<file path="config.mk">
export PLATFORM = sky130hd
export DESIGN_NAME = store_to_load_forward_search
export DESIGN_NICKNAME = d
export VERILOG_FILES = /design/src/hw/rtl/stlf_pkg.sv /design/src/hw/rtl/stlf_cell.sv /design/src/hw/rtl/store_to_load_forward_search.sv
export SDC_FILE = /design/constraint.sdc
export NUM_CORES = 2
export LEC_CHECK = 0
export BUFFER_PORTS_ARGS = -buffer_cell sky130_fd_sc_hd__buf_4
export CORE_MARGIN = 4
export CORE_UTILIZATION = 54
export CTS_CLUSTER_DIAMETER = 80
export DETAILED_ROUTE_END_ITERATION = 10
export GPL_TIMING_DRIVEN = 1
export PLACE_DENSITY = 0.7
export SYNTH_ARGS = -nofsm -noshare
export SYNTH_HDL_FRONTEND = slang
export SYNTH_SLANG_ARGS = --single-unit
</file>
<file path="constraint.sdc">
create_clock -name i_clk -period 9.9 [get_ports i_clk]
set_input_delay 0.495 -clock i_clk [delete_from_list [all_inputs] [get_ports i_clk]]
set_output_delay 0.495 -clock i_clk [all_outputs]
set_load 0.01 [all_outputs]
</file>
<file path="src/hw/rtl/stlf_pkg.sv">
// Package with shared types and constants of the store-to-load forwarding search.
`timescale 1ns / 1ps
package stlf_pkg;
    localparam int unsigned ENTRIES_DEF = 16;
    localparam int unsigned MASK_W      = 16;

    typedef enum logic [2:0] {
        K_ALLOC  = 3'd0,
        K_ADDR   = 3'd1,
        K_DATA   = 3'd2,
        K_FREE   = 3'd3,
        K_LOOKUP = 3'd4
    } t_kind;

    typedef enum logic [1:0] {
        ST_NONE = 2'd0,
        ST_FWD  = 2'd1,
        ST_WAIT = 2'd2
    } t_status;

    // Token passed along the search chain.
    typedef struct packed {
        logic        done;
        logic [1:0]  status;
        logic [4:0]  src;
    } t_token;

    // Byte lanes of an access inside its doubleword.
    function automatic logic [14:0] byte_lanes(input logic [2:0] off, input logic [1:0] sz);
        logic [7:0] base;
        base = 8'b0;
        case (sz)
            2'd0: base = 8'h01;
            2'd1: base = 8'h03;
            2'd2: base = 8'h0f;
            default: base = 8'hff;
        endcase
        byte_lanes = {7'b0, base} << off;
    endfunction
endpackage

</file>
<file path="src/hw/rtl/stlf_cell.sv">
// One search cell: checks one store queue entry and passes the token on.
`timescale 1ns / 1ps
module stlf_cell (
    input  logic                  i_clk,
    input  logic                  i_rst_n,
    input  logic                  i_adv,
    input  stlf_pkg::t_token      i_tok,
    input  logic                  i_elig,
    input  logic                  i_barrier,
    input  logic                  i_known,
    input  logic                  i_virt,
    input  logic                  i_rdy,
    input  logic [63:0]           i_st_addr,
    input  logic [1:0]            i_st_size,
    input  logic [63:0]           i_ld_addr,
    input  logic [1:0]            i_ld_size,
    input  logic [4:0]            i_idx,
    output stlf_pkg::t_token      o_tok
);
    import stlf_pkg::*;
    t_token      n_tok;
    t_token      r_tok;
    logic [14:0] w_ll;
    logic [14:0] w_common;

    always_comb begin
        w_ll     = byte_lanes(i_ld_addr[2:0], i_ld_size);
        w_common = w_ll & byte_lanes(i_st_addr[2:0], i_st_size);
        n_tok    = i_tok;
        if (!i_tok.done && i_elig) begin
            if (i_barrier) begin
                n_tok.done = 1'b1;
                n_tok.status = ST_WAIT;
            end else if (i_known && !i_virt && i_st_addr[63:3] == i_ld_addr[63:3]
                         && w_common != 15'b0) begin
                n_tok.done = 1'b1;
                if (w_common != w_ll || !i_rdy) begin
                    n_tok.status = ST_WAIT;
                end else begin
                    n_tok.status = ST_FWD;
                    n_tok.src = i_idx;
                end
            end
        end
    end

    always_ff @(posedge i_clk) begin
        if (!i_rst_n) begin
            r_tok <= '0;
        end else if (i_adv) begin
            r_tok <= n_tok;
        end
    end
    assign o_tok = r_tok;
endmodule

</file>
<file path="src/hw/rtl/store_to_load_forward_search.sv">
// Top level of the store queue with its store-to-load forwarding search.
// A lookup result is registered in r_out once the search has visited all entries. Only one
// lookup is searched at a time; a finished search waits only while an earlier result is
// still on the output. Queue updates are accepted one per cycle while no search is running.
// The token visits one entry per cycle as it circles the chain of CELLS cells.
// Reset (synchronous, active low) clears all entry flags but r_bar, and the control state.
`timescale 1ns / 1ps
module store_to_load_forward_search #(
    parameter int unsigned ENTRIES = stlf_pkg::ENTRIES_DEF
) (
    input  logic        i_clk,
    input  logic        i_rst_n,
    input  logic        s_axis_tvalid,
    output logic        s_axis_tready,
    // tdata, low to high: entry_index[3:0], access_address[67:4], access_size[69:68],
    // barrier_flag[70], address_is_virtual[71], older_store_mask[87:72],
    // store_tail[91:88], zero fill to 96 bits.
    input  logic [95:0] s_axis_tdata,
    // tuser: kind[2:0].
    input  logic [2:0]  s_axis_tuser,
    output logic        m_axis_tvalid,
    input  logic        m_axis_tready,
    // tdata, low to high: status[1:0], source_entry[5:2], zero fill to 8 bits.
    output logic [7:0]  m_axis_tdata
);
    import stlf_pkg::*;

    // Four cells; each entry's turn comes in one of ENTRIES/4 rounds (rounded up).
    localparam int unsigned CELLS  = 4;
    localparam int unsigned ROUNDS = (ENTRIES + CELLS - 1) / CELLS;
    localparam int unsigned RW     = (ROUNDS > 1) ? $clog2(ROUNDS) : 1;
    localparam int unsigned PW     = $clog2(CELLS);
    localparam int unsigned IW     = $clog2(ENTRIES);
    localparam int unsigned AW     = IW + 3;

    logic [3:0]  w_idx;
    logic [63:0] w_addr;
    logic [1:0]  w_size;
    logic        w_bar;
    logic        w_virt;
    logic [15:0] w_mask;
    logic [3:0]  w_young;
    logic        w_acc;
    t_kind       w_kind;

    assign w_idx   = s_axis_tdata[3:0];
    assign w_addr  = s_axis_tdata[67:4];
    assign w_size  = s_axis_tdata[69:68];
    assign w_bar   = s_axis_tdata[70];
    assign w_virt  = s_axis_tdata[71];
    assign w_mask  = s_axis_tdata[87:72];
    assign w_young = s_axis_tdata[91:88];
    assign w_kind  = t_kind'(s_axis_tuser);

    // The store tail is reduced modulo ENTRIES through a small constant table.
    logic [IW-1:0] w_ymod [16];
    genvar t;
    generate
        for (t = 0; t < 16; t++) begin : g_ymod
            assign w_ymod[t] = IW'(t % ENTRIES);
        end
    endgenerate

    // Entry state. Flags but r_bar are reset; payload is written on allocate or address write.
    logic [ENTRIES-1:0] r_valid, r_known, r_virt, r_rdy, r_bar;
    logic [63:0]        r_eaddr [ENTRIES];
    logic [1:0]         r_esize [ENTRIES];

    // Lookup control: a search is busy while r_busy is set; r_last marks that the
    // final token sits in the last cell. The result waits in r_out.
    logic          r_busy;
    logic          r_last;
    logic [RW-1:0] r_round;
    logic [PW-1:0] r_phase;
    logic [63:0]   r_laddr;
    logic [1:0]    r_lsize;
    logic [15:0]   r_lmask;
    logic [IW-1:0] r_ly;
    logic          r_ovalid;
    logic [5:0]    r_out;
    logic          w_fin;

    // Only a running search closes the input; a waiting result does not.
    assign s_axis_tready = !r_busy;
    assign w_acc = s_axis_tvalid && s_axis_tready;
    // The search hands its token to the output register once that register is free.
    assign w_fin = r_busy && r_last && (!r_ovalid || m_axis_tready);

    // The search token circles the cells in a ring. In each cycle exactly one cell,
    // the one selected by r_phase, examines an entry; the others pass tokens on.
    // Cell c in round r examines age r*CELLS + c + 1.
    t_token w_tok [CELLS+1];
    logic   w_adv;
    logic   w_first;
    assign w_adv   = r_busy && !r_last;
    assign w_first = (r_round == '0) && (r_phase == '0);

    genvar c;
    generate
        for (c = 0; c < CELLS; c++) begin : g_cell
            logic [AW-1:0] w_age;
            logic [AW-1:0] w_sum;
            logic [IW-1:0] w_ei;
            logic          w_inr;
            logic          w_act;
            logic          w_el;
            assign w_act = (r_phase == PW'(c));
            assign w_age = AW'(r_round) * AW'(CELLS) + AW'(c + 1);
            assign w_inr = (w_age <= AW'(ENTRIES));
            assign w_sum = AW'(r_ly) + AW'(ENTRIES) - w_age;
            assign w_ei  = (w_sum >= AW'(ENTRIES)) ?
                           IW'(w_sum - AW'(ENTRIES)) : IW'(w_sum);
            assign w_el  = w_act && w_inr && (32'(w_ei) < MASK_W) && r_valid[w_ei]
                           && r_lmask[4'(w_ei)];
            stlf_cell u_cell (
                .i_clk     (i_clk),
                .i_rst_n   (i_rst_n),
                .i_adv     (w_adv),
                .i_tok     (w_tok[c]),
                .i_elig    (w_el),
                .i_barrier (r_bar[w_ei]),
                .i_known   (r_known[w_ei]),
                .i_virt    (r_virt[w_ei]),
                .i_rdy     (r_rdy[w_ei]),
                .i_st_addr (r_eaddr[w_ei]),
                .i_st_size (r_esize[w_ei]),
                .i_ld_addr (r_laddr),
                .i_ld_size (r_lsize),
                .i_idx     (5'(w_ei)),
                .o_tok     (w_tok[c+1])
            );
        end
    endgenerate

    // A fresh token enters cell 0 on the first step; later rounds take the token
    // back from the last cell.
    assign w_tok[0] = w_first ? t_token'('0) : w_tok[CELLS];

    always_ff @(posedge i_clk) begin
        if (!i_rst_n) begin
            r_busy   <= 1'b0;
            r_last   <= 1'b0;
            r_ovalid <= 1'b0;
            r_round  <= '0;
            r_phase  <= '0;
            r_valid  <= '0;
            r_known  <= '0;
            r_virt   <= '0;
            r_rdy    <= '0;
        end else begin
            if (w_fin) begin
                r_ovalid <= 1'b1;
                r_out    <= w_tok[CELLS].done ?
                            {w_tok[CELLS].src[3:0], w_tok[CELLS].status} : 6'b0;
            end else if (m_axis_tvalid && m_axis_tready) begin
                r_ovalid <= 1'b0;
            end
            if (w_acc) begin
                if (w_kind == K_LOOKUP) begin
                    r_busy  <= 1'b1;
                    r_last  <= 1'b0;
                    r_round <= '0;
                    r_phase <= '0;
                    r_laddr <= w_addr;
                    r_lsize <= w_size;
                    r_lmask <= w_mask;
                    r_ly    <= w_ymod[w_young];
                end else if (32'(w_idx) < ENTRIES) begin
                    unique case (w_kind)
                        K_ALLOC: begin
                            r_valid[IW'(w_idx)] <= 1'b1;
                            r_known[IW'(w_idx)] <= 1'b0;
                            r_virt[IW'(w_idx)]  <= 1'b0;
                            r_rdy[IW'(w_idx)]   <= 1'b0;
                            r_bar[IW'(w_idx)]   <= w_bar;
                            r_esize[IW'(w_idx)] <= w_size;
                        end
                        K_ADDR: begin
                            if (r_valid[IW'(w_idx)]) begin
                                r_eaddr[IW'(w_idx)] <= w_addr;
                                r_known[IW'(w_idx)] <= 1'b1;
                                r_virt[IW'(w_idx)]  <= w_virt;
                            end
                        end
                        K_DATA: begin
                            if (r_valid[IW'(w_idx)]) begin
                                r_rdy[IW'(w_idx)] <= 1'b1;
                            end
                        end
                        K_FREE: begin
                            r_valid[IW'(w_idx)] <= 1'b0;
                            r_known[IW'(w_idx)] <= 1'b0;
                            r_virt[IW'(w_idx)]  <= 1'b0;
                            r_rdy[IW'(w_idx)]   <= 1'b0;
                        end
                        default: begin
                        end
                    endcase
                end
            end else if (w_fin) begin
                r_busy <= 1'b0;
                r_last <= 1'b0;
            end else if (w_adv) begin
                // One entry per cycle; after the last cell of the last round the
                // token rests in the last cell until the output takes it.
                if (r_phase == PW'(CELLS - 1)) begin
                    r_phase <= '0;
                    if (r_round == RW'(ROUNDS - 1)) begin
                        r_last <= 1'b1;
                    end else begin
                        r_round <= r_round + 1'b1;
                    end
                end else begin
                    r_phase <= r_phase + 1'b1;
                end
            end
        end
    end

    assign m_axis_tvalid = r_ovalid;
    assign m_axis_tdata  = {2'b00, r_out};

    // A stalled result holds its value until it is taken.
    a_hold: assert property (@(posedge i_clk) disable iff (!i_rst_n)
        (m_axis_tvalid && !m_axis_tready) |=> (m_axis_tvalid && $stable(m_axis_tdata)))
        else $error("result changed while stalled");
    // The input side is closed during a search.
    a_closed: assert property (@(posedge i_clk) disable iff (!i_rst_n)
        r_busy |-> !s_axis_tready) else $error("ready while busy");
    // A forward result names a valid-looking source only with status forward.
    a_src: assert property (@(posedge i_clk) disable iff (!i_rst_n)
        (r_ovalid && r_out[1:0] != ST_FWD) |-> r_out[5:2] == 4'd0)
        else $error("source without forward");
endmodule

</file>
==> flow_metrics.py <==
metrics = {
    "floorplan": {
        "die_w_um": 394,
        "core_mm2": 0.148,
        "design.portCount": 113,
        "fp.dieH_um": 394,
        "dieArea_mm2": 0.155,
        "start_util_pct": 54.4,
        "rows": 141,
    },
    "sta": {
        "worst_pin_slew_ns": 1.30,
        "hold_viol_final": 0,
        "setup_viol": 0,
        "slew-limit-headroom_pct": 12.8,
        "drv_slew": 0,
        "setup_tns_ns": 0,
        "fin_skew_ns": 0.0390,
        "finalCriticalPeriod_ns": 7.80,
        "grt_setup_unrepaired": "no",
        "clock.fmax_ghz": 0.128,
        "finalCritPeriodShare_pct": 78.8,
        "hold_ws_ns": 0.167,
    },
    "global_route": {
        "antenna_found_initial": 11,
        "grtUsageTotal_pct": 32.5,
        "grt_max_degree": 132,
        "overflow": 0,
        "grt_pass1_wl_mm": 368,
        "first_global_vias": 51518,
    },
    "clocking": {
        "cts_setup_buffers": 0,
        "root_buffer": "clkbuf_16",
        "ctsResizeCount": 0,
        "htreeDepth": 4,
        "numCtsBuffers": 143,
        "cts_max_path_buffers": 3,
        "cts_sinks": 1263,
        "clk_pin_slew_ns": 0.06,
        "cts_tree": "built",
        "clk_latency_ns": 0.82,
    },
    "placement": {
        "hpwl_mm": 157,
        "place_congestion": 0.956,
        "dp_cells": 6625,
        "port_buffers": 106,
    },
    "synth": {
        "synth.most_common_cell": "mux4_2",
        "synth_top_cell_area_share_pct": 43.5,
        "syn_inst": 4915,
        "ys_warn_count": 0,
        "yosysSeqAreaShare_pct": 46.0,
        "dominantRegCellSynth": "edfxtp_1",
        "synth_cell_types": 97,
        "netlist_area_mm2": 0.0803,
        "synth.area.top_cells": "edfxtp_1 44%, mux4_2 34%, mux2i_1 4.4%, dfxtp_1 2.5%, xor2_1 1.4%",
        "syn_area_per_cell_um2": 16.3,
        "synth_edf_count": 1164,
        "synth_top_cell_by_area": "edfxtp_1",
        "ys_top_cells_by_count": "1198 x mux4_2, 1164 x edfxtp_1, 353 x mux2i_1",
        "async_reset_ff_share_pct": 0,
        "ys_seq_elements": 1263,
    },
    "worst_setup_path": {
        "path_depth": 15,
        "path_cells": "inv_2 -> fa_4 -> buf_4 -> mux4_2 -> mux4_2 -> xnor2_1 -> nand4_1 -> nor4_1 -> nand4_1 -> nor4b_1 -> buf_4 -> and4_1 -> mux2_1 -> nand2_1 -> a21oi_1",
        "cp-start-kind": "flop",
        "critPathRequiredTime_ns": 10.56,
        "cp_slowest_cell": "fa_4",
        "crit_path_max_incr_delay_ns": 1.34,
        "reg2regPathDepth": 15,
        "cp.arrival_ns": 8.46,
        "cp_max_fo": 31,
        "cp_num_buf_inv": 3,
        "critPathTopFamily": "simple AND/OR/NAND/NOR gates",
        "crit_type": "reg -> reg",
        "end_kind": "flop",
    },
    "route": {
        "wl_met2_mm": 116,
        "finalWirelength_mm": 254,
        "routed-wl-met3_mm": 35.1,
        "drtIter0Drc": 8666,
        "highest_layer": "met5",
        "ant_nets": 0,
        "dr.pass1.iters": 6,
        "drt-met1-wl_mm": 89.3,
        "routedWlPerCell_um": 36.3,
        "routed_via_density": 7.69,
        "via_count": 53675,
        "post-route-drc-count": 0,
    },
    "power_and_ir_drop": {
        "powerDensity_mw_per_mm2": 144,
        "p_leak_nw": 28.1,
        "peakVddDrop_mv": 0.167,
    },
    "min_path": {
        "hold_path_depth": 3,
        "min_path_type": "in -> reg",
    },
    "cells_and_area": {
        "nets": 5044,
        "drive_above_1_share_pct": 34.6,
        "fin_cells": 6982,
        "area.growth.synth_to_final_pct": 9.68,
        "nFillCells": 10715,
    },
    "run_status": {
        "outcome": "finished, final reports clean",
    },
    "run": {
        "maxCapViolations": 0,
    },
}
==> through the flow <==
step / total power, mW / utilization, % / instance area [µm²] / setup WS (ns)
floorplan: 6.76 / - / 80300 / 4.20
global placement: 7.19 / 55.7 / 82200 / 2.57
detailed placement: 7.20 / 55.7 / 82200 / 2.55
CTS: 12.7 / 59.6 / 88000 / 2.54
global route: 13.0 / 59.6 / 88000 / 2.08
finish: 12.7 / 59.6 / 88100 / 2.10
==> sequential cells by signal, indices dropped and copies added, names as in the netlist, named ones only <==
register             cells
g_cell.u_cell.o_tok     28
m_axis_tvalid            1
r_bar                   16
r_busy                   1
r_eaddr               1024
r_esize                 32
r_laddr                 64
r_last                   1
r_lmask                 16
r_lsize                  2
r_ly                     4
r_out                    6
r_phase                  2
r_round                  2
r_virt                  16
==> layout make-up <==
type	count	area, µm²	share of cell area [%]
sequential	1263	36900	41.9
tap	1930	2410	2.74
timing repair buffer	309	2770	3.14
inverter	32	128	0.145
antenna	8	20.0	0.0227
clock inverter	97	1250	1.42
multi-input combinational	3179	40900	46.4
clock buffer	164	3670	4.16
==> cell families after synthesis <==
| group | after synthesis | synth area share, % |
|---|---|---|
| buffers and inverters | 474 | 3.42 |
| multiplexers | 1591 | 38.6 |
| other | 1 | 0.00467 |
| XOR/XNOR | 235 | 2.63 |
| AND/OR/NAND/NOR | 967 | 6.05 |
| AO/OA/AOI/OAI | 363 | 3.00 |
| flip-flops | 1263 | 46.0 |
| adder cells (fa/ha/maj) | 21 | 0.312 |
==> power by group <==
part | switching [mW] | internal, mW
Sequential | 0.0180 | 5.83
Combinational | 0.796 | 0.506
Clock | 2.33 | 3.20
==> tightest hold or removal path, delay by kind of cell <==
family | cells | cell delay, ns
buffers and inverters | 1 | 0.26
AND/OR/NAND/NOR | 2 | 0.19
==> layer usage <==
metal	GRT usage (%)	vias to the layer above
met5	0	-
met4	13.9	10
met3	9.98	625
met2	49.3	4178
met1	44.2	27915
li1	-	20947
==> cell usage in the layout, fill, tap and decap left out, types with 27 or more instances in the layout <==
cell type / count
mux4_2: 1198
edfxtp_1: 1164
mux2i_1: 353
nor2_1: 223
buf_4: 203
nand3_1: 176
nand2_1: 173
clkbuf_16: 143
xor2_1: 128
dfxtp_1: 99
a21oi_1: 97
xnor2_1: 96
dlygate4sd3_1: 88
o21ai_0: 87
nor3_1: 75
nand4_1: 74
nor4_1: 51
mux2_2: 37
clkinv_2: 29
inv_1: 28
nor2b_1: 27
nor3b_1: 27
==> timing repair <==
action | 4_1_cts | 5_1_grt
setup endpoints to repair | 0 | 0
hold buffers | 88 | 0
hold endpoints to repair | 1159 | 0
==> path summary, 6_finish.rpt <==
check                            start                   endpoint  slack, ns
max                            r_ly[1]  g_cell[1].u_cell.o_tok[1]       2.10
min                            i_rst_n                     r_last       0.17
max reg2reg                    r_ly[1]  g_cell[1].u_cell.o_tok[1]       2.10
min reg2reg  g_cell[1].u_cell.o_tok[1]  g_cell[1].u_cell.o_tok[1]       0.46
Power figures use the tool's default switching activity.
